## src/rtl/itp_pkg.sv

```systemverilog
package itp_pkg;

    // Token kinds handed from the front end to the back end
    typedef enum logic [2:0] {
        TK_NONE,
        TK_LETTER,
        TK_OPEN,
        TK_OP,
        TK_CLOSE
    } tok_kind_t;

    // Stack entry codes
    localparam logic [2:0] CODE_EMPTY = 3'd0;
    localparam logic [2:0] CODE_OPEN  = 3'd1;
    localparam logic [2:0] CODE_PLUS  = 3'd2;
    localparam logic [2:0] CODE_MINUS = 3'd3;
    localparam logic [2:0] CODE_MUL   = 3'd4;
    localparam logic [2:0] CODE_DIV   = 3'd5;
    localparam logic [2:0] CODE_POW   = 3'd6;

    // ASCII characters
    localparam logic [7:0] CHAR_NUL   = 8'h00;
    localparam logic [7:0] CHAR_OPEN  = 8'h28;
    localparam logic [7:0] CHAR_CLOSE = 8'h29;
    localparam logic [7:0] CHAR_MUL   = 8'h2A;
    localparam logic [7:0] CHAR_PLUS  = 8'h2B;
    localparam logic [7:0] CHAR_MINUS = 8'h2D;
    localparam logic [7:0] CHAR_DIV   = 8'h2F;
    localparam logic [7:0] CHAR_UA    = 8'h41;
    localparam logic [7:0] CHAR_UZ    = 8'h5A;
    localparam logic [7:0] CHAR_POW   = 8'h5E;
    localparam logic [7:0] CHAR_LA    = 8'h61;
    localparam logic [7:0] CHAR_LZ    = 8'h7A;

    // Result status codes
    localparam logic [1:0] STATUS_OK        = 2'd0;
    localparam logic [1:0] STATUS_BAD_CLOSE = 2'd1;
    localparam logic [1:0] STATUS_BAD_OPEN  = 2'd2;
    localparam logic [1:0] STATUS_OVERFLOW  = 2'd3;

    // Token queue depth
    localparam int QUEUE_DEPTH = 4;

    typedef struct packed {
        tok_kind_t   kind;
        logic [7:0]  ch;
        logic [2:0]  code;
        logic        eoe;
    } token_t;

    typedef enum logic [1:0] {
        ST_IDLE,
        ST_MAIN,
        ST_FLUSH,
        ST_DONE
    } back_state_t;

    function automatic logic [7:0] code_char(input logic [2:0] code);
        logic [7:0] c;
        case (code)
            CODE_OPEN:  c = CHAR_OPEN;
            CODE_PLUS:  c = CHAR_PLUS;
            CODE_MINUS: c = CHAR_MINUS;
            CODE_MUL:   c = CHAR_MUL;
            CODE_DIV:   c = CHAR_DIV;
            CODE_POW:   c = CHAR_POW;
            default:    c = CHAR_NUL;
        endcase
        return c;
    endfunction

    function automatic logic [1:0] code_prec(input logic [2:0] code);
        logic [1:0] p;
        case (code)
            CODE_PLUS, CODE_MINUS: p = 2'd1;
            CODE_MUL, CODE_DIV:    p = 2'd2;
            CODE_POW:              p = 2'd3;
            default:               p = 2'd0;
        endcase
        return p;
    endfunction

endpackage

```

## src/rtl/itp_if.sv

```systemverilog
// Infix character channel
interface itp_in_if;
    logic       valid;
    logic       ready;
    logic [7:0] in_char;
    logic       end_of_expr;

    modport source (output valid, output in_char, output end_of_expr, input ready);
    modport sink (input valid, input in_char, input end_of_expr, output ready);
endinterface

// Postfix result channel
interface itp_out_if;
    logic       valid;
    logic       ready;
    logic [7:0] out_char;
    logic       char_valid;
    logic [1:0] status;
    logic       last;

    modport source (output valid, output out_char, output char_valid, output status,
                    output last, input ready);
    modport sink (input valid, input out_char, input char_valid, input status,
                  input last, output ready);
endinterface

```

## src/rtl/itp_front.sv

```systemverilog
module itp_front (
    itp_in_if.sink          infix,
    input  logic            q_full,
    output logic            q_push,
    output itp_pkg::token_t q_token
);

    // Map an operator character to its stack code
    function automatic logic [2:0] op_code(input logic [7:0] c);
        logic [2:0] code;
        case (c)
            itp_pkg::CHAR_PLUS:  code = itp_pkg::CODE_PLUS;
            itp_pkg::CHAR_MINUS: code = itp_pkg::CODE_MINUS;
            itp_pkg::CHAR_MUL:   code = itp_pkg::CODE_MUL;
            itp_pkg::CHAR_DIV:   code = itp_pkg::CODE_DIV;
            itp_pkg::CHAR_POW:   code = itp_pkg::CODE_POW;
            default:             code = itp_pkg::CODE_EMPTY;
        endcase
        return code;
    endfunction

    logic [2:0] cur_code;
    logic       is_letter;

    // Classify the incoming character
    always_comb
    begin
        cur_code  = op_code(infix.in_char);
        is_letter = ((infix.in_char >= itp_pkg::CHAR_UA) && (infix.in_char <= itp_pkg::CHAR_UZ))
                 || ((infix.in_char >= itp_pkg::CHAR_LA) && (infix.in_char <= itp_pkg::CHAR_LZ));

        q_token.ch   = infix.in_char;
        q_token.code = cur_code;
        q_token.eoe  = infix.end_of_expr;
        if (is_letter)
        begin
            q_token.kind = itp_pkg::TK_LETTER;
        end
        else if (infix.in_char == itp_pkg::CHAR_OPEN)
        begin
            q_token.kind = itp_pkg::TK_OPEN;
        end
        else if (cur_code != itp_pkg::CODE_EMPTY)
        begin
            q_token.kind = itp_pkg::TK_OP;
        end
        else if (infix.in_char == itp_pkg::CHAR_CLOSE)
        begin
            q_token.kind = itp_pkg::TK_CLOSE;
        end
        else
        begin
            q_token.kind = itp_pkg::TK_NONE;
        end
    end

    // Ignored characters are dropped here unless they end the expression
    assign infix.ready = !q_full;
    assign q_push      = infix.valid && !q_full
                      && ((q_token.kind != itp_pkg::TK_NONE) || infix.end_of_expr);

endmodule

```

## src/rtl/itp_queue.sv

```systemverilog
module itp_queue (
    input  logic            clk,
    input  logic            rst_n,
    input  logic            push,
    input  itp_pkg::token_t push_token,
    input  logic            pop,
    output itp_pkg::token_t pop_token,
    output logic            full,
    output logic            empty
);

    localparam int PTR_W = $clog2(itp_pkg::QUEUE_DEPTH);
    localparam int CNT_W = $clog2(itp_pkg::QUEUE_DEPTH + 1);
    localparam logic [CNT_W-1:0] FULL_CNT = CNT_W'(itp_pkg::QUEUE_DEPTH);

    itp_pkg::token_t  entry_reg [itp_pkg::QUEUE_DEPTH];
    logic [PTR_W-1:0] wr_ptr_reg;
    logic [PTR_W-1:0] rd_ptr_reg;
    logic [CNT_W-1:0] count_reg;
    logic             do_push;
    logic             do_pop;

    assign full      = (count_reg == FULL_CNT);
    assign empty     = (count_reg == '0);
    assign do_push   = push && !full;
    assign do_pop    = pop && !empty;
    assign pop_token = entry_reg[rd_ptr_reg];

    // Pointers and fill level
    always_ff @(posedge clk or negedge rst_n)
    begin
        if (!rst_n)
        begin
            wr_ptr_reg <= '0;
            rd_ptr_reg <= '0;
            count_reg  <= '0;
        end
        else
        begin
            if (do_push)
            begin
                wr_ptr_reg <= wr_ptr_reg + PTR_W'(1);
            end
            if (do_pop)
            begin
                rd_ptr_reg <= rd_ptr_reg + PTR_W'(1);
            end
            if (do_push && !do_pop)
            begin
                count_reg <= count_reg + CNT_W'(1);
            end
            else if (do_pop && !do_push)
            begin
                count_reg <= count_reg - CNT_W'(1);
            end
        end
    end

    // Storage
    always_ff @(posedge clk)
    begin
        if (do_push)
        begin
            entry_reg[wr_ptr_reg] <= push_token;
        end
    end

endmodule

```

## src/rtl/itp_back.sv

```systemverilog
module itp_back #(
    parameter int STACK_DEPTH
) (
    input  logic            clk,
    input  logic            rst_n,
    input  logic            power_right_assoc,
    input  itp_pkg::token_t q_token,
    input  logic            q_empty,
    output logic            q_pop,
    itp_out_if.source       postfix
);

    localparam int IDX_W = (STACK_DEPTH > 1) ? $clog2(STACK_DEPTH) : 1;
    localparam int CNT_W = $clog2(STACK_DEPTH + 1);
    localparam logic [CNT_W-1:0] FULL_CNT = CNT_W'(STACK_DEPTH);

    itp_pkg::back_state_t state_reg;
    itp_pkg::back_state_t state_next;
    itp_pkg::token_t      tok_reg;

    logic [2:0]       op_stack_reg [STACK_DEPTH];
    logic [CNT_W-1:0] count_reg;
    logic             emitted_reg;

    // Pending result: held back until the step ends so that last can be set
    logic             pend_valid_reg;
    logic [7:0]       pend_char_reg;
    logic             pend_cv_reg;
    logic [1:0]       pend_st_reg;

    logic             out_valid_reg;
    logic [7:0]       out_char_reg;
    logic             out_cv_reg;
    logic [1:0]       out_st_reg;
    logic             out_last_reg;

    logic [CNT_W-1:0] cnt_dec;
    logic [2:0]       top_code;
    logic             stack_empty;
    logic             stack_full;
    logic             out_free;
    logic             emit_ok;
    logic             top_pops;
    logic [1:0]       top_prec;
    logic [1:0]       tok_prec;

    logic             emit_now;
    logic [7:0]       emit_char;
    logic             emit_cv;
    logic [1:0]       emit_st;
    logic             do_pop;
    logic             do_push;
    logic [2:0]       push_code;
    logic             final_move;
    logic             out_load;

    // Stack top and flags
    assign cnt_dec     = count_reg - CNT_W'(1);
    assign top_code    = op_stack_reg[cnt_dec[IDX_W-1:0]];
    assign stack_empty = (count_reg == '0);
    assign stack_full  = (count_reg == FULL_CNT);
    assign out_free    = !out_valid_reg || postfix.ready;
    assign emit_ok     = !pend_valid_reg || out_free;
    assign top_prec    = itp_pkg::code_prec(top_code);
    assign tok_prec    = itp_pkg::code_prec(tok_reg.code);
    assign top_pops    = (top_prec > tok_prec)
                      || ((top_prec == tok_prec)
                          && !((tok_reg.code == itp_pkg::CODE_POW) && power_right_assoc));

    // Sequencer: next state and step actions
    always_comb
    begin
        state_next = state_reg;
        q_pop      = 1'b0;
        emit_now   = 1'b0;
        emit_char  = itp_pkg::CHAR_NUL;
        emit_cv    = 1'b0;
        emit_st    = itp_pkg::STATUS_OK;
        do_pop     = 1'b0;
        do_push    = 1'b0;
        push_code  = tok_reg.code;
        final_move = 1'b0;

        case (state_reg)
            itp_pkg::ST_IDLE:
            begin
                if (!q_empty)
                begin
                    q_pop      = 1'b1;
                    state_next = itp_pkg::ST_MAIN;
                end
            end

            itp_pkg::ST_MAIN:
            begin
                case (tok_reg.kind)
                    itp_pkg::TK_LETTER:
                    begin
                        if (emit_ok)
                        begin
                            emit_now   = 1'b1;
                            emit_char  = tok_reg.ch;
                            emit_cv    = 1'b1;
                            state_next = tok_reg.eoe ? itp_pkg::ST_FLUSH : itp_pkg::ST_DONE;
                        end
                    end

                    itp_pkg::TK_OPEN, itp_pkg::TK_OP:
                    begin
                        push_code = (tok_reg.kind == itp_pkg::TK_OPEN)
                                  ? itp_pkg::CODE_OPEN : tok_reg.code;
                        if ((tok_reg.kind == itp_pkg::TK_OP) && !stack_empty
                            && (top_code != itp_pkg::CODE_OPEN) && top_pops)
                        begin
                            // Pop one operator per cycle while emit_ok
                            if (emit_ok)
                            begin
                                emit_now  = 1'b1;
                                emit_char = itp_pkg::code_char(top_code);
                                emit_cv   = 1'b1;
                                do_pop    = 1'b1;
                            end
                        end
                        else if (stack_full)
                        begin
                            if (emit_ok)
                            begin
                                emit_now   = 1'b1;
                                emit_st    = itp_pkg::STATUS_OVERFLOW;
                                state_next = tok_reg.eoe ? itp_pkg::ST_FLUSH
                                                         : itp_pkg::ST_DONE;
                            end
                        end
                        else
                        begin
                            do_push    = 1'b1;
                            state_next = tok_reg.eoe ? itp_pkg::ST_FLUSH : itp_pkg::ST_DONE;
                        end
                    end

                    itp_pkg::TK_CLOSE:
                    begin
                        if (!stack_empty && (top_code != itp_pkg::CODE_OPEN))
                        begin
                            if (emit_ok)
                            begin
                                emit_now  = 1'b1;
                                emit_char = itp_pkg::code_char(top_code);
                                emit_cv   = 1'b1;
                                do_pop    = 1'b1;
                            end
                        end
                        else if (!stack_empty)
                        begin
                            // Drop the matching open bracket
                            do_pop     = 1'b1;
                            state_next = tok_reg.eoe ? itp_pkg::ST_FLUSH : itp_pkg::ST_DONE;
                        end
                        else if (emit_ok)
                        begin
                            emit_now   = 1'b1;
                            emit_st    = itp_pkg::STATUS_BAD_CLOSE;
                            state_next = tok_reg.eoe ? itp_pkg::ST_FLUSH : itp_pkg::ST_DONE;
                        end
                    end

                    default:
                    begin
                        state_next = tok_reg.eoe ? itp_pkg::ST_FLUSH : itp_pkg::ST_DONE;
                    end
                endcase
            end

            itp_pkg::ST_FLUSH:
            begin
                if (stack_empty)
                begin
                    state_next = itp_pkg::ST_DONE;
                end
                else if (emit_ok)
                begin
                    emit_now = 1'b1;
                    do_pop   = 1'b1;
                    if (top_code == itp_pkg::CODE_OPEN)
                    begin
                        emit_st = itp_pkg::STATUS_BAD_OPEN;
                    end
                    else
                    begin
                        emit_char = itp_pkg::code_char(top_code);
                        emit_cv   = 1'b1;
                    end
                end
            end

            itp_pkg::ST_DONE:
            begin
                if (tok_reg.eoe && !emitted_reg)
                begin
                    // Empty end step still yields one status word
                    if (emit_ok)
                    begin
                        emit_now = 1'b1;
                    end
                end
                else if (pend_valid_reg)
                begin
                    if (out_free)
                    begin
                        final_move = 1'b1;
                        state_next = itp_pkg::ST_IDLE;
                    end
                end
                else
                begin
                    state_next = itp_pkg::ST_IDLE;
                end
            end

            default:
            begin
                state_next = itp_pkg::ST_IDLE;
            end
        endcase
    end

    assign out_load = (emit_now && pend_valid_reg) || final_move;

    // Control registers
    always_ff @(posedge clk or negedge rst_n)
    begin
        if (!rst_n)
        begin
            state_reg      <= itp_pkg::ST_IDLE;
            count_reg      <= '0;
            emitted_reg    <= 1'b0;
            pend_valid_reg <= 1'b0;
            out_valid_reg  <= 1'b0;
        end
        else
        begin
            state_reg <= state_next;
            if (do_pop)
            begin
                count_reg <= cnt_dec;
            end
            else if (do_push)
            begin
                count_reg <= count_reg + CNT_W'(1);
            end
            if (q_pop)
            begin
                emitted_reg <= 1'b0;
            end
            else if (emit_now)
            begin
                emitted_reg <= 1'b1;
            end
            if (emit_now)
            begin
                pend_valid_reg <= 1'b1;
            end
            else if (final_move)
            begin
                pend_valid_reg <= 1'b0;
            end
            if (out_load)
            begin
                out_valid_reg <= 1'b1;
            end
            else if (postfix.ready)
            begin
                out_valid_reg <= 1'b0;
            end
        end
    end

    // Payload registers and stack storage
    always_ff @(posedge clk)
    begin
        if (q_pop)
        begin
            tok_reg <= q_token;
        end
        if (do_push)
        begin
            op_stack_reg[count_reg[IDX_W-1:0]] <= push_code;
        end
        if (emit_now)
        begin
            pend_char_reg <= emit_char;
            pend_cv_reg   <= emit_cv;
            pend_st_reg   <= emit_st;
        end
        if (out_load)
        begin
            out_char_reg <= pend_char_reg;
            out_cv_reg   <= pend_cv_reg;
            out_st_reg   <= pend_st_reg;
            out_last_reg <= final_move && tok_reg.eoe;
        end
    end

    assign postfix.valid      = out_valid_reg;
    assign postfix.out_char   = out_char_reg;
    assign postfix.char_valid = out_cv_reg;
    assign postfix.status     = out_st_reg;
    assign postfix.last       = out_last_reg;

`ifndef SYNTHESIS
    // Stack never holds more than its depth
    assert property (@(posedge clk) disable iff (!rst_n) count_reg <= FULL_CNT)
        else $error("stack count beyond depth");

    // Nothing is pending between steps
    assert property (@(posedge clk) disable iff (!rst_n)
        (state_reg == itp_pkg::ST_IDLE) |-> !pend_valid_reg)
        else $error("pending word left over between steps");

    // An expression-ending step leaves the stack empty
    assert property (@(posedge clk) disable iff (!rst_n)
        ((state_reg == itp_pkg::ST_DONE) && tok_reg.eoe) |-> stack_empty)
        else $error("stack not flushed at end of expression");

    // A pending word is only displaced into a free output register
    assert property (@(posedge clk) disable iff (!rst_n)
        (emit_now && pend_valid_reg) |-> out_free)
        else $error("output register overwritten");

    // The final word of a step shows on the output next cycle
    assert property (@(posedge clk) disable iff (!rst_n)
        final_move |=> postfix.valid)
        else $error("final word lost");
`endif

endmodule

```

## src/rtl/infix_to_postfix_converter.sv

```systemverilog
// Shunting-yard infix to postfix converter. The front end takes one character per cycle into
// a four-word token queue, and stalls while the queue is full; the back-end sequencer then
// fetches a token, produces its result words (letters, popped operators, status words) one at
// a time, pushes an operator or drops a bracket, and closes the step. A word carrying the
// end-of-expression flag also flushes the stack entry by entry until it finds the stack
// empty; a full output register stalls the sequencer. The operator stack is STACK_DEPTH
// entries of flip-flops read at the top only; it needs no clearing after reset. Write
// cfg_wr_data (right-associative '^') only while idle.
module infix_to_postfix_converter #(
    parameter int STACK_DEPTH = 16
) (
    input  logic      clk,
    input  logic      rst_n,
    input  logic      cfg_wr_en,
    input  logic      cfg_wr_data,
    itp_in_if.sink    infix,
    itp_out_if.source postfix
);

    logic            power_right_assoc_reg;
    logic            q_push;
    logic            q_pop;
    logic            q_full;
    logic            q_empty;
    itp_pkg::token_t push_token;
    itp_pkg::token_t pop_token;

    // Configuration register
    always_ff @(posedge clk or negedge rst_n)
    begin
        if (!rst_n)
        begin
            power_right_assoc_reg <= 1'b0;
        end
        else if (cfg_wr_en)
        begin
            power_right_assoc_reg <= cfg_wr_data;
        end
    end

    itp_front u_front (
        .infix   (infix),
        .q_full  (q_full),
        .q_push  (q_push),
        .q_token (push_token)
    );

    itp_queue u_queue (
        .clk        (clk),
        .rst_n      (rst_n),
        .push       (q_push),
        .push_token (push_token),
        .pop        (q_pop),
        .pop_token  (pop_token),
        .full       (q_full),
        .empty      (q_empty)
    );

    itp_back #(
        .STACK_DEPTH (STACK_DEPTH)
    ) u_back (
        .clk               (clk),
        .rst_n             (rst_n),
        .power_right_assoc (power_right_assoc_reg),
        .q_token           (pop_token),
        .q_empty           (q_empty),
        .q_pop             (q_pop),
        .postfix           (postfix)
    );

endmodule
```

## src/flat_wrapper.sv

```systemverilog
// flat-port wrapper written by rule: the top's interface ports become plain ports
module infix_to_postfix_converter_flat 
#(
    parameter int STACK_DEPTH = 16
)
  (clk, rst_n, cfg_wr_en, cfg_wr_data, infix_valid, infix_in_char, infix_end_of_expr, infix_ready, postfix_valid, postfix_out_char, postfix_char_valid, postfix_status, postfix_last, postfix_ready);
  itp_in_if infix_i ();
  itp_out_if postfix_i ();
  input  logic clk;
  input  logic rst_n;
  input  logic cfg_wr_en;
  input  logic cfg_wr_data;
  input wire logic [$bits(infix_i.valid)-1:0] infix_valid;
  input wire logic [$bits(infix_i.in_char)-1:0] infix_in_char;
  input wire logic [$bits(infix_i.end_of_expr)-1:0] infix_end_of_expr;
  output wire logic [$bits(infix_i.ready)-1:0] infix_ready;
  output wire logic [$bits(postfix_i.valid)-1:0] postfix_valid;
  output wire logic [$bits(postfix_i.out_char)-1:0] postfix_out_char;
  output wire logic [$bits(postfix_i.char_valid)-1:0] postfix_char_valid;
  output wire logic [$bits(postfix_i.status)-1:0] postfix_status;
  output wire logic [$bits(postfix_i.last)-1:0] postfix_last;
  input wire logic [$bits(postfix_i.ready)-1:0] postfix_ready;
  assign infix_i.valid = infix_valid;
  assign infix_i.in_char = infix_in_char;
  assign infix_i.end_of_expr = infix_end_of_expr;
  assign infix_ready = infix_i.ready;
  assign postfix_valid = postfix_i.valid;
  assign postfix_out_char = postfix_i.out_char;
  assign postfix_char_valid = postfix_i.char_valid;
  assign postfix_status = postfix_i.status;
  assign postfix_last = postfix_i.last;
  assign postfix_i.ready = postfix_ready;
  infix_to_postfix_converter #(.STACK_DEPTH(STACK_DEPTH)) u_core (.clk(clk), .rst_n(rst_n), .cfg_wr_en(cfg_wr_en), .cfg_wr_data(cfg_wr_data), .infix(infix_i), .postfix(postfix_i));
endmodule
```

## config.mk

```make
export PLATFORM = sky130hd
export DESIGN_NAME = infix_to_postfix_converter_flat
export DESIGN_NICKNAME = d
export VERILOG_FILES = /design/src/rtl/itp_pkg.sv /design/src/rtl/itp_if.sv /design/src/rtl/itp_front.sv /design/src/rtl/itp_queue.sv /design/src/rtl/itp_back.sv /design/src/rtl/infix_to_postfix_converter.sv /design/src/flat_wrapper.sv
export SDC_FILE = /design/constraint.sdc
export NUM_CORES = 1
export LEC_CHECK = 0
export BUFFER_PORTS_ARGS = -buffer_cell sky130_fd_sc_hd__buf_2
export CAP_MARGIN = 20
export CORE_MARGIN = 2
export CORE_UTILIZATION = 35
export DETAILED_ROUTE_END_ITERATION = 10
export PLACE_DENSITY = 0.5
export SLEW_MARGIN = 0
export SYNTH_ARGS = -nofsm -noshare
export SYNTH_HDL_FRONTEND = slang
export SYNTH_SLANG_ARGS = --single-unit
```

## constraint.sdc

```tcl
create_clock -name clk -period 16.7 [get_ports clk]
set_input_delay 3.34 -clock clk [delete_from_list [all_inputs] [get_ports clk]]
set_output_delay 3.34 -clock clk [all_outputs]
set_load 0.005 [all_outputs]
```

# ---- Word-level counts from Yosys, hierarchy flattened
# Memories as Yosys holds them, arrays and structs flattened. A register that Yosys moved wholly into a read port is not among the register bits.
# Cells that the tools add are included.
dict set report word_totals {
  regBits 41
  mem_bits_rw 108
  inputBits 15
  output_inout_bits 14
  elab_cells 201
  memories 2
}
dict set report op_classes {
  addsub 6
  magnitude_cmp 5
  n_eq_ne 35
  mux 89
  n_reduce_logical 48
}
# name depth word_bits rd rd_ports_with_merged_regs write_ports line
set mem_list {}
lappend mem_list {u_core.u_queue.entry_reg 4 15 1 1 1 itp_queue.sv:16} ;# itp_pkg::token_t entry_reg [itp_pkg::QUEUE_DEPTH];
lappend mem_list {u_core.u_back.op_stack_reg 16 3 1 0 1 itp_back.sv:21} ;# logic [2:0] op_stack_reg [STACK_DEPTH];
# operator n
set op_table {}
lappend op_table {{$eq 8x6->1 const B} 6}
lappend op_table {{$pmux 7 s6} 1}
lappend op_table {{$mux 1} 38}
lappend op_table {{$mux 7} 5}
lappend op_table {{$pmux 7 s5} 1}
lappend op_table {{$mux 2} 16}
lappend op_table {{$mux 3} 9}
lappend op_table {{$eq 3x3->1 const B} 8}
lappend op_table {{$pmux 8 s3} 1}
lappend op_table {{$eq 3x2->1 const B} 6}
lappend op_table {{$pmux 2 s3} 3}
lappend op_table {{$logic_and 1x1->1} 17}
lappend op_table {{$ge 8x7->1 const B} 2}
lappend op_table {{$le 8x7->1 const B} 2}
lappend op_table {{$mux 8} 2}
lappend op_table {{$pmux 8 s2} 1}
lappend op_table {{$pmux 3 s5} 1}
lappend op_table {{$mux 5} 2}
lappend op_table {{$reduce_bool 2->1} 5}
lappend op_table {{$reduce_or 2->1} 5}
lappend op_table {{$logic_not 1->1} 9}
lappend op_table {{$ne 3x3->1 const B} 3}
lappend op_table {{$pmux 1 s3} 3}
lappend op_table {{$eq 8x7->1 const B} 1}
lappend op_table {{other kinds (22)} 36}

# ---- Longest topological paths before layout
# Gate-level depths: netlist (run 1).
# An unclocked memory read counts as a cell.
dict set report depth {
  word_depth 15
  ltp_mapped 22
  depth_no_buf 17
}

# ---- Modules after synthesis
# A second synthesis (run 1) with hierarchy kept.
dict set report hier_totals {
  cells_unflattened 475
  hier_area_um2 7415.9
}
# module n_inst cells_each area_each_um2 seq_area_each_um2
set by_module_without_submodules {}
lappend by_module_without_submodules {itp_back 1 315 4436.8 2832.7}
lappend by_module_without_submodules {itp_queue 1 115 2621.3 1976.9}
lappend by_module_without_submodules {itp_front 1 43 317.8 0.0}
lappend by_module_without_submodules {infix_to_postfix_converter 1 2 40.0 25.0}

# ---- Worst setup path after synthesis (run 1)
# No wires, ideal clock.
dict set report synth_timing {
  path_kind {input to register}
  from {input infix_in_char[2]}
  to {register u_core.u_queue.count_reg[2]}
  setup_time_ps 79
  t_arrival_ps 5650
  t_required_ps 16621
  setup_slack_ps 10971
  stages 14
  path_buffers 1
  cell_sequence {clkbuf_1 nand2_1 nor4_1 nand2_1 a21boi_0 or4_1 nand3_1 inv_1 ha_1 inv_1 fa_1 xor2_1 nor2_1 xor2_1}
}
# element line
set synth_rtl {}
lappend synth_rtl {{start: declaration} flat_wrapper.sv:14} ;# input wire logic [$bits(infix_i.in_char)-1:0] infix_in_char;
lappend synth_rtl {{end signal: assignment} itp_queue.sv:50} ;# count_reg <= count_reg + CNT_W'(1);
lappend synth_rtl {{end signal: assignment} itp_queue.sv:54} ;# count_reg <= count_reg - CNT_W'(1);
lappend synth_rtl {{end: declaration} itp_queue.sv:19} ;# logic [CNT_W-1:0] count_reg;

# ---- Final worst setup path (run 1)
dict set report layout_timing {
  from {register u_core.u_back.count_reg[1]}
  to {register u_core.u_back.out_st_reg[0] (netlist: u_core.u_back.postfix.status[0]) (enable)}
}
dict set report layout_between {
  elab_chain_len 14
  word_cells_on_any_way 31
  cone_classes {add/sub: 1; order compare: 1; eq/ne: 8; mux: 8; reduce/logical: 12; memory: 1}
}
# element line
set layout_rtl {}
lappend layout_rtl {{start: declaration} itp_back.sv:22} ;# logic [CNT_W-1:0] count_reg;
lappend layout_rtl {{start signal: assignment} itp_back.sv:245} ;# count_reg <= cnt_dec;
lappend layout_rtl {{start signal: assignment} itp_back.sv:249} ;# count_reg <= count_reg + CNT_W'(1);
lappend layout_rtl {{$sub 5x1->5} itp_back.sv:58} ;# assign cnt_dec = count_reg - CNT_W'(1);
lappend layout_rtl {{$mem_v2 16x3} -}
lappend layout_rtl {{$eq 3x3->1 / $eq 3x2->1 (equally long branches)} itp_pkg.sv:74} ;# case (code)
lappend layout_rtl {{$reduce_or 2->1} itp_pkg.sv:74}
lappend layout_rtl {{$pmux 2 s3} itp_pkg.sv:74}
lappend layout_rtl {{$eq 2x2->1} itp_back.sv:67} ;# || ((top_prec == tok_prec)
lappend layout_rtl {{$logic_and 1x1->1} itp_back.sv:68} ;# && !((tok_reg.code == itp_pkg::CODE_POW) && power_right_assoc));
lappend layout_rtl {{$logic_or 1x1->1} itp_back.sv:67}
lappend layout_rtl {{$logic_and 1x1->1} itp_back.sv:113} ;# && (top_code != itp_pkg::CODE_OPEN) && top_pops)
lappend layout_rtl {{$mux 1} itp_back.sv:112} ;# if ((tok_reg.kind == itp_pkg::TK_OP) && !stack_empty
lappend layout_rtl {{$pmux 1 s3} itp_back.sv:96} ;# case (tok_reg.kind)
lappend layout_rtl {{$pmux 1 s3 (*)} itp_back.sv:84} ;# case (state_reg)
lappend layout_rtl {{via u_core.u_back.emit_now} itp_back.sv:47} ;# logic emit_now;
lappend layout_rtl {{$logic_and 1x1->1 (*)} itp_back.sv:227} ;# assign out_load = (emit_now && pend_valid_reg) || final_move;
lappend layout_rtl {{$logic_or 1x1->1 (*)} itp_back.sv:227}
lappend layout_rtl {{via u_core.u_back.out_load} itp_back.sv:55} ;# logic out_load;
lappend layout_rtl {{end signal: assignment} itp_back.sv:299} ;# out_st_reg <= pend_st_reg;
lappend layout_rtl {{end: declaration} itp_back.sv:34} ;# logic [1:0] out_st_reg;
# Mark *: on every way through the listed nets, which the timed path passes. The rest lies on a longest branch.
# A chain may end at the register's enable or synchronous reset.

==> results of run 1 <==
-- cell type report --
cell class / count / area (µm²) / share of cell area [%]
clock buffers: 18 / 439 / 5.23
inverters: 13 / 48.8 / 0.581
multi-input cells: 284 / 2390 / 28.5
well taps: 275 / 344 / 4.10
repair buffers: 34 / 213 / 2.53
clock inverters: 14 / 126 / 1.50
flip-flops and latches: 164 / 4830 / 57.6
-- through the flow --
step	total power, µW	std cells
2_1_floorplan	1150	479
3_3_place_gp	1320	768
3_5_place_dp	1330	769
4_1_cts	1710	801
5_1_grt	1810	802
6_report	1700	802
-- per-layer routing --
| layer | share of wire, % | routed length (µm) | global-route usage, % | up-vias |
|---|---|---|---|---|
| met5 | 0 | 0 | 0 | - |
| met4 | 1.7 | 249 | 5.05 | 0 |
| met3 | 2.9 | 413 | 3.06 | 22 |
| met2 | 48 | 6880 | 21.7 | 74 |
| met1 | 47 | 6770 | 18.5 | 2034 |
| li1 | - | - | - | 1920 |
-- worst paths after layout --
check | startpoint | endpoint | slack (ns) | depth (start not counted)
max | u_core.u_back.count_reg[1] | u_core.u_back.postfix.status[0] | 10.95 | 19
max in group asynchronous | rst_n | u_core.power_right_assoc_reg | 13.50 | 1
min in group asynchronous | rst_n | u_core.u_back.postfix.valid | 2.86 | 1
min reg2reg | u_core.u_back.pend_char_reg[1] | u_core.u_back.postfix.out_char[1] | 0.42 | 0
max reg2reg | u_core.u_back.count_reg[1] | u_core.u_back.postfix.status[0] | 10.95 | 19
min | u_core.u_back.pend_char_reg[1] | u_core.u_back.postfix.out_char[1] | 0.42 | 0
-- worst max-delay path, cell delays in order, from the launching register on --
cell and delay (ns):
sky130_fd_sc_hd__dfrtp_1 0.46, sky130_fd_sc_hd__inv_1 0.13, sky130_fd_sc_hd__ha_1 0.26, sky130_fd_sc_hd__xnor2_2 0.47, sky130_fd_sc_hd__buf_8 0.24, sky130_fd_sc_hd__mux2i_1 0.26, sky130_fd_sc_hd__nand4_1 0.25, sky130_fd_sc_hd__a21oi_1 0.63
sky130_fd_sc_hd__nand2b_1 0.20, sky130_fd_sc_hd__and2_1 0.23, sky130_fd_sc_hd__ha_1 0.31, sky130_fd_sc_hd__nand2_1 0.06, sky130_fd_sc_hd__nor2_1 0.05, sky130_fd_sc_hd__nor3_1 0.47, sky130_fd_sc_hd__o21ai_0 0.29, sky130_fd_sc_hd__nor2b_4 0.20
sky130_fd_sc_hd__a221oi_4 0.08, sky130_fd_sc_hd__nor3_2 0.11, sky130_fd_sc_hd__buf_4 0.24, sky130_fd_sc_hd__a21o_1 0.44
-- layout by cell type, fill, tap and decap left out, types with 3 or more instances in the layout --
cell type,synthesis,layout
sky130_fd_sc_hd__buf_4,1,4
sky130_fd_sc_hd__ha_1,17,17
sky130_fd_sc_hd__inv_1,13,13
sky130_fd_sc_hd__nand2_1,32,32
sky130_fd_sc_hd__o21ai_0,9,9
sky130_fd_sc_hd__mux2_2,8,8
sky130_fd_sc_hd__xor2_1,7,7
sky130_fd_sc_hd__a21boi_0,6,6
sky130_fd_sc_hd__a21o_1,4,4
sky130_fd_sc_hd__and3_1,7,7
sky130_fd_sc_hd__a21oi_1,9,9
sky130_fd_sc_hd__clkbuf_16,0,17
sky130_fd_sc_hd__dfrtp_1,18,18
sky130_fd_sc_hd__clkinv_4,0,3
sky130_fd_sc_hd__mux2i_1,15,15
sky130_fd_sc_hd__xnor2_1,7,7
sky130_fd_sc_hd__nor2_1,25,25
sky130_fd_sc_hd__nand4_1,6,6
sky130_fd_sc_hd__nand3b_1,9,9
sky130_fd_sc_hd__o21a_1,4,4
sky130_fd_sc_hd__nor3_1,14,14
sky130_fd_sc_hd__nand3_1,6,6
sky130_fd_sc_hd__nor2b_1,10,10
sky130_fd_sc_hd__nand2b_1,7,7
sky130_fd_sc_hd__inv_6,0,4
sky130_fd_sc_hd__and2_1,9,9
sky130_fd_sc_hd__clkinv_2,0,4
sky130_fd_sc_hd__nor3b_1,11,11
sky130_fd_sc_hd__buf_2,2,28
sky130_fd_sc_hd__a211oi_1,3,3
sky130_fd_sc_hd__mux4_2,18,18
sky130_fd_sc_hd__edfxtp_1,146,146
-- power groups by stage --
stage	Sequential [µW]	Clock, µW	Combinational (µW)
final	649	372	676
after global routing	660	398	747
after CTS	659	381	669
after detailed placement	667	0	666
after global placement	664	0	653
after floorplan	626	0	521
-- kinds of logic (layout without fill, tap and decap cells) --
logic type	Yosys count	after routing
and+or+nand+nor	147	147
DFF	164	164
xor gates and xnor gates	15	15
buffers and inverters	31	79
AOI/OAI and AO/OA	60	60
adders and majority gates	18	18
muxes	44	44
==> flow_summary.yaml, run 1 <==
route:
  vias: 4050
  remaining_drc_errors: 0
  antenna_violating_nets_post_route: 0
  vias_per_cell: 5.05
  drt_first_iter_violations: 241
  dr.pass1.iters: 4
  routedWlPerCell_um: 17.8
  total_routed_wirelength_um: 14300
global_routing:
  grt_first_pass_wirelength_um: 22700
  antenna_found_initial: 0
  first_global_vias: 4036
  grt_max_degree: 32
  grt_usage_pct: 13.7
  grt.overflow.total: 0
synth:
  synth_warnings: 0
  synthesis.instances: 479
  synth.yosys.seq_area_share_pct: 65.7
  synthXorXnorAreaFrac_pct: 1.89
  synth_fa_ha_area_share_pct: 3.16
  synth_mux_area_share_pct: 9.79
  post_synthesis_average_cell_area_um2: 15.4
  ys_top_cells_by_area: "sky130_fd_sc_hd__edfxtp_1 60%, sky130_fd_sc_hd__dfrtp_1 6.1%, sky130_fd_sc_hd__mux4_2 5.5%"
  yosys.area_share.simple_pct: 10.9
  synth_commonest_cells: "146 x sky130_fd_sc_hd__edfxtp_1, 32 x sky130_fd_sc_hd__nand2_1, 25 x sky130_fd_sc_hd__nor2_1"
  synthDominantCellAreaShare_pct: 59.5
  synth-edff-count: 146
  yosysUniqueCellTypes: 65
  synthMostInstantiatedCell: "sky130_fd_sc_hd__edfxtp_1"
  yosysTopAreaCell: "sky130_fd_sc_hd__edfxtp_1"
  postSynthNetCount: 512
  ys_dominant_reg_cell: "sky130_fd_sc_hd__edfxtp_1"
  synth_compound_gate_area_share_pct: 6.73
  combinational_family_with_the_most_area_after_synthesis: "simple AND/OR/NAND/NOR gates"
  post_syn_area_um2: 7360
  synth_seq_cells: 164
  ys_async_sr_fraction_pct: 11.0
floorplanning:
  die_y_um: 149
  core_um2: 20800
  die_w_um: 149
  die_area_um2: 22200
  boundaryPins: 29
  initial_standard_cell_utilization_of_the_core_pct: 35.4
  rows: 53
pwr:
  pwr-share-clk_pct: 21.9
  netSwitchingFraction_pct: 36.2
  leakage_uw: 0.00288
  irDropWorstVdd_v: 0.0000838
  power.share.combinational_pct: 39.8
  switching_power_uw: 615
  p_int_uw: 1080
  seq_power_share_pct: 38.2
  powerDensity_nw_per_um2: 202
cells_and_area:
  post_route_cells_drive_above_1_share_pct: 19.9
  filler_instances: 1933
  final_core_area_utilization_pct: 40.3
  postLayoutCellArea_um2: 8400
  final_nets: 547
  largest_reg_flops: 60
  antenna-diode-count: 0
  area.growth.synth_to_final_pct: 14.0
clock_network:
  cts.hold.buffers_added: 0
  clockRootBuffer: "sky130_fd_sc_hd__clkbuf_16"
  clkLatencyLatePin_ns: 0.43
  total_cts_buffers: 17
  post-cts-setup-buffers: 0
  clock_sinks: 164
  cts-root-to-sink-buffers: 2
  path_clk_slew_ns: 0.06
  post_cts.resized_instances: 0
  cts-htree-levels: 4
  cts_tree: "built"
setup_path:
  critPathMaxFanout: 15
  setup.worst_path.class: "reg -> reg"
  setup.worst_path.end_class: "flop"
  worstSetupStartpointType: "flop"
  cp_data_arrival_time_ns: 5.82
  worstPathRequired_ns: 16.78
status:
  outcome: "finished clean"
sta:
  slew_viol_final: 0
  fin_skew_ns: 0.0111
  timing.final.crit_share_pct: 34.4
  timing.final.crit_period_ns: 5.75
  totalNegativeSetupSlack_ns: 0
  finalSetupViolCount: 0
  max_freq_ghz: 0.174
  worst-slew-pin-transition_ns: 0.821
  relSlewSlack_pct: 45.2
  grt_setup_unrepaired: "no"
  number_of_hold_violations_in_the_final_report: 0
  timing.hold.ws_ns: 0.418
  fin_ws_ns: 10.95
flow_run:
  max_cap_violations: 0
min_path:
  min-delay-path-class: "reg -> reg"
placement:
  gp_congestion: 0.824
  dpl.hpwl_um: 9770
  port_buffers: 28
  detailedPlace.worstSlack_ns: 10.55
  placed_area_um2: 7800
Power figures use the tool's default switching activity.
==> inputs of run 2 (changes only) <==
- ABC_AREA: not set -> 1
- PLACE_DENSITY: 0.5 -> 0.52
- clock period: 16.7 -> 4.9 ns (I/O delays scaled with it)
==> run 2 against run 1 <==
Compared with the run above: non-clock buffer count shrank 1; final area grew 1.5%; critical path depth grew 3; clock power grew to 3.5 times the previous value; largest cell class unchanged; first-iteration DRC count grew 24%.
==> flow_summary.yaml, run 2 <==
sta:
  timing.final.crit_period_ns: 4.05
  fin_skew_ns: 0.00914
  slew_viol_final: 0
  max_freq_ghz: 0.247
  finalSetupViolCount: 0
  totalNegativeSetupSlack_ns: 0
  grt_setup_unrepaired: "no"
  timing.final.crit_share_pct: 82.6
  relSlewSlack_pct: 37.4
  worst-slew-pin-transition_ns: 0.938
  number_of_hold_violations_in_the_final_report: 0
route:
  routedWlPerCell_um: 15.6
  vias_per_cell: 4.91
  drt_first_iter_violations: 299
  vias: 5047
  total_routed_wirelength_um: 16100
  dr.pass1.iters: 4
  remaining_drc_errors: 0
  antenna_violating_nets_post_route: 0
floorplanning:
  die_area_um2: 22600
  rows: 53
  boundaryPins: 29
  core_um2: 21000
  die_y_um: 150
  die_w_um: 150
  initial_standard_cell_utilization_of_the_core_pct: 35.6
cells_and_area:
  final_core_area_utilization_pct: 40.6
  area.growth.synth_to_final_pct: 13.8
  layout_commonest_cell: "sky130_fd_sc_hd__edfxtp_1"
  antenna-diode-count: 0
  largest_reg_flops: 60
  final_nets: 773
  post_route_cells_drive_above_1_share_pct: 12.6
  final_cell_mix: "146 x sky130_fd_sc_hd__edfxtp_1, 120 x sky130_fd_sc_hd__nand2_1, 92 x sky130_fd_sc_hd__inv_1"
synth:
  synthesis.instances: 704
  ys_async_sr_fraction_pct: 11.0
  synthDominantCellAreaShare_pct: 58.5
  postSynthNetCount: 737
  synth_seq_cells: 164
  yosysTopAreaCell: "sky130_fd_sc_hd__edfxtp_1"
  post_synthesis_average_cell_area_um2: 10.6
  post_syn_area_um2: 7490
  synth-edff-count: 146
  yosysUniqueCellTypes: 41
  synth_commonest_cells: "146 x sky130_fd_sc_hd__edfxtp_1, 120 x sky130_fd_sc_hd__nand2_1, 94 x sky130_fd_sc_hd__nor2_1"
  ys_dominant_reg_cell: "sky130_fd_sc_hd__edfxtp_1"
  synth_warnings: 0
  synth.yosys.seq_area_share_pct: 64.5
  ys_top_cells_by_area: "sky130_fd_sc_hd__edfxtp_1 59%, sky130_fd_sc_hd__dfrtp_1 6.0%, sky130_fd_sc_hd__nand2_1 6.0%"
  synthMostInstantiatedCell: "sky130_fd_sc_hd__edfxtp_1"
global_routing:
  first_global_vias: 5071
  grt.overflow.total: 0
  antenna_found_initial: 0
  grt_max_degree: 33
  grt_first_pass_wirelength_um: 26200
  grt_usage_pct: 15.2
pwr:
  irDropWorstVdd_v: 0.000331
  post-layout-total-power_uw: 5830
  powerDensity_nw_per_um2: 684
  leakage_uw: 0.00346
status:
  outcome: "finished clean"
clock_network:
  cts_tree: "built"
  clock_sinks: 164
  clockRootBuffer: "sky130_fd_sc_hd__clkbuf_16"
  clkLatencyLatePin_ns: 0.43
  cts.hold.buffers_added: 0
  post_cts.resized_instances: 0
  cts-root-to-sink-buffers: 2
  path_clk_slew_ns: 0.07
  total_cts_buffers: 17
  cts-htree-levels: 4
  post-cts-setup-buffers: 0
placement:
  port_buffers: 28
  gp_congestion: 0.899
  dpl.hpwl_um: 11200
min_path:
  min-delay-path-class: "reg -> reg"
setup_path:
  worstSetupStartpointType: "flop"
  setup.worst_path.class: "reg -> reg"
  worstPathRequired_ns: 4.96
  cp_data_arrival_time_ns: 4.11
  setup.worst_path.end_class: "flop"
  critPathMaxFanout: 29
flow_run:
  max_cap_violations: 0
[run 2: changes by cell type after synthesis, moves of 15 or more]
| cell | previous run | this run |
|---|---|---|
| sky130_fd_sc_hd__inv_1 | 13 | 92 |
| sky130_fd_sc_hd__mux2i_1 | 15 | 0 |
| sky130_fd_sc_hd__mux4_2 | 18 | 0 |
| sky130_fd_sc_hd__nand2_1 | 32 | 120 |
| sky130_fd_sc_hd__nand3_1 | 6 | 51 |
| sky130_fd_sc_hd__nor2_1 | 25 | 94 |
| sky130_fd_sc_hd__o21ai_0 | 9 | 48 |
| sky130_fd_sc_hd__o22ai_1 | 0 | 15 |
[run 2: logic make-up (layout without fill, tap and decap cells)]
| group | Yosys count | count (layout) | synth area share (%) |
|---|---|---|---|
| AOI/OAI and AO/OA | 96 | 96 | 7.23 |
| adders and majority gates | 18 | 18 | 3.11 |
| DFF | 164 | 164 | 64.5 |
| buffers and inverters | 114 | 163 | 6.26 |
| and+or+nand+nor | 302 | 302 | 17.6 |
| xor gates and xnor gates | 9 | 9 | 1.15 |
| muxes | 1 | 1 | 0.150 |
[run 2: area by class of cell]
class                      instances  area, µm²
fill                            1961      12500
sequential                       164       4830
multi-input combinational        426       2200
clock buffer                      17        425
inverter                          98        375
tap                              275        344
timing repair buffer              33        185
clock inverter                    15        165
[run 2: through the flow]
step | hold slack [ns] | cell area, µm² | setup WS [ns] | cells
2_1_floorplan | 0.400 | 7490 | 1.21 | 704
3_3_place_gp | 0.403 | 7910 | 0.992 | 994
3_5_place_dp | 0.408 | 7940 | 0.854 | 996
4_1_cts | 0.421 | 8530 | 0.843 | 1028
5_1_grt | 0.429 | 8530 | 0.440 | 1028
6_report | 0.421 | 8530 | 0.854 | 1028
[run 2: critical path, stage by stage, from the launching register on]
cell,delay (ns)
sky130_fd_sc_hd__dfrtp_1,0.42
sky130_fd_sc_hd__inv_6,0.11
sky130_fd_sc_hd__ha_1,0.66
sky130_fd_sc_hd__inv_2,0.19
sky130_fd_sc_hd__nor2_1,0.13
sky130_fd_sc_hd__o21ai_0,0.08
sky130_fd_sc_hd__nand3_1,0.08
sky130_fd_sc_hd__nand3_1,0.10
sky130_fd_sc_hd__nand2_2,0.14
sky130_fd_sc_hd__nand2_1,0.07
sky130_fd_sc_hd__inv_1,0.08
sky130_fd_sc_hd__nor2_1,0.05
sky130_fd_sc_hd__ha_1,0.27
sky130_fd_sc_hd__inv_1,0.04
sky130_fd_sc_hd__a21oi_1,0.11
sky130_fd_sc_hd__o32ai_1,0.08
sky130_fd_sc_hd__inv_1,0.12
sky130_fd_sc_hd__nand4_2,0.14
sky130_fd_sc_hd__nand2_2,0.15
sky130_fd_sc_hd__nand2_2,0.09
sky130_fd_sc_hd__nand2_1,0.10
sky130_fd_sc_hd__nand3_1,0.09
sky130_fd_sc_hd__nand2_1,0.39
[run 2: power breakdown]
part           switching, µW  internal, µW  total (µW)
clock network            589           723        1310
registers                164          1990        2150
logic                   1660           705        2370
total                   2410          3410        5830
[run 2: per-layer routing]
| metal | track usage, % | part of all wire, % |
|---|---|---|
| met2 | 25.6 | 49 |
| met5 | 0 | 0 |
| met1 | 19.7 | 46 |
| met3 | 3.12 | 3.4 |
| met4 | 5.19 | 1.7 |
[run 2: worst paths after layout]
kind                                                start                                 to  slack [ns]  cells past startpoint
max                            u_core.u_back.count_reg[0]    u_core.u_back.postfix.status[1]        0.85                     22
min                        u_core.u_back.pend_char_reg[6]  u_core.u_back.postfix.out_char[6]        0.42                      0
max reg2reg                    u_core.u_back.count_reg[0]    u_core.u_back.postfix.status[1]        0.85                     22
min reg2reg                u_core.u_back.pend_char_reg[6]  u_core.u_back.postfix.out_char[6]        0.42                      0
max in group asynchronous                           rst_n       u_core.u_queue.wr_ptr_reg[0]        3.97                      1
min in group asynchronous                           rst_n          u_core.u_back.emitted_reg        0.55                      1
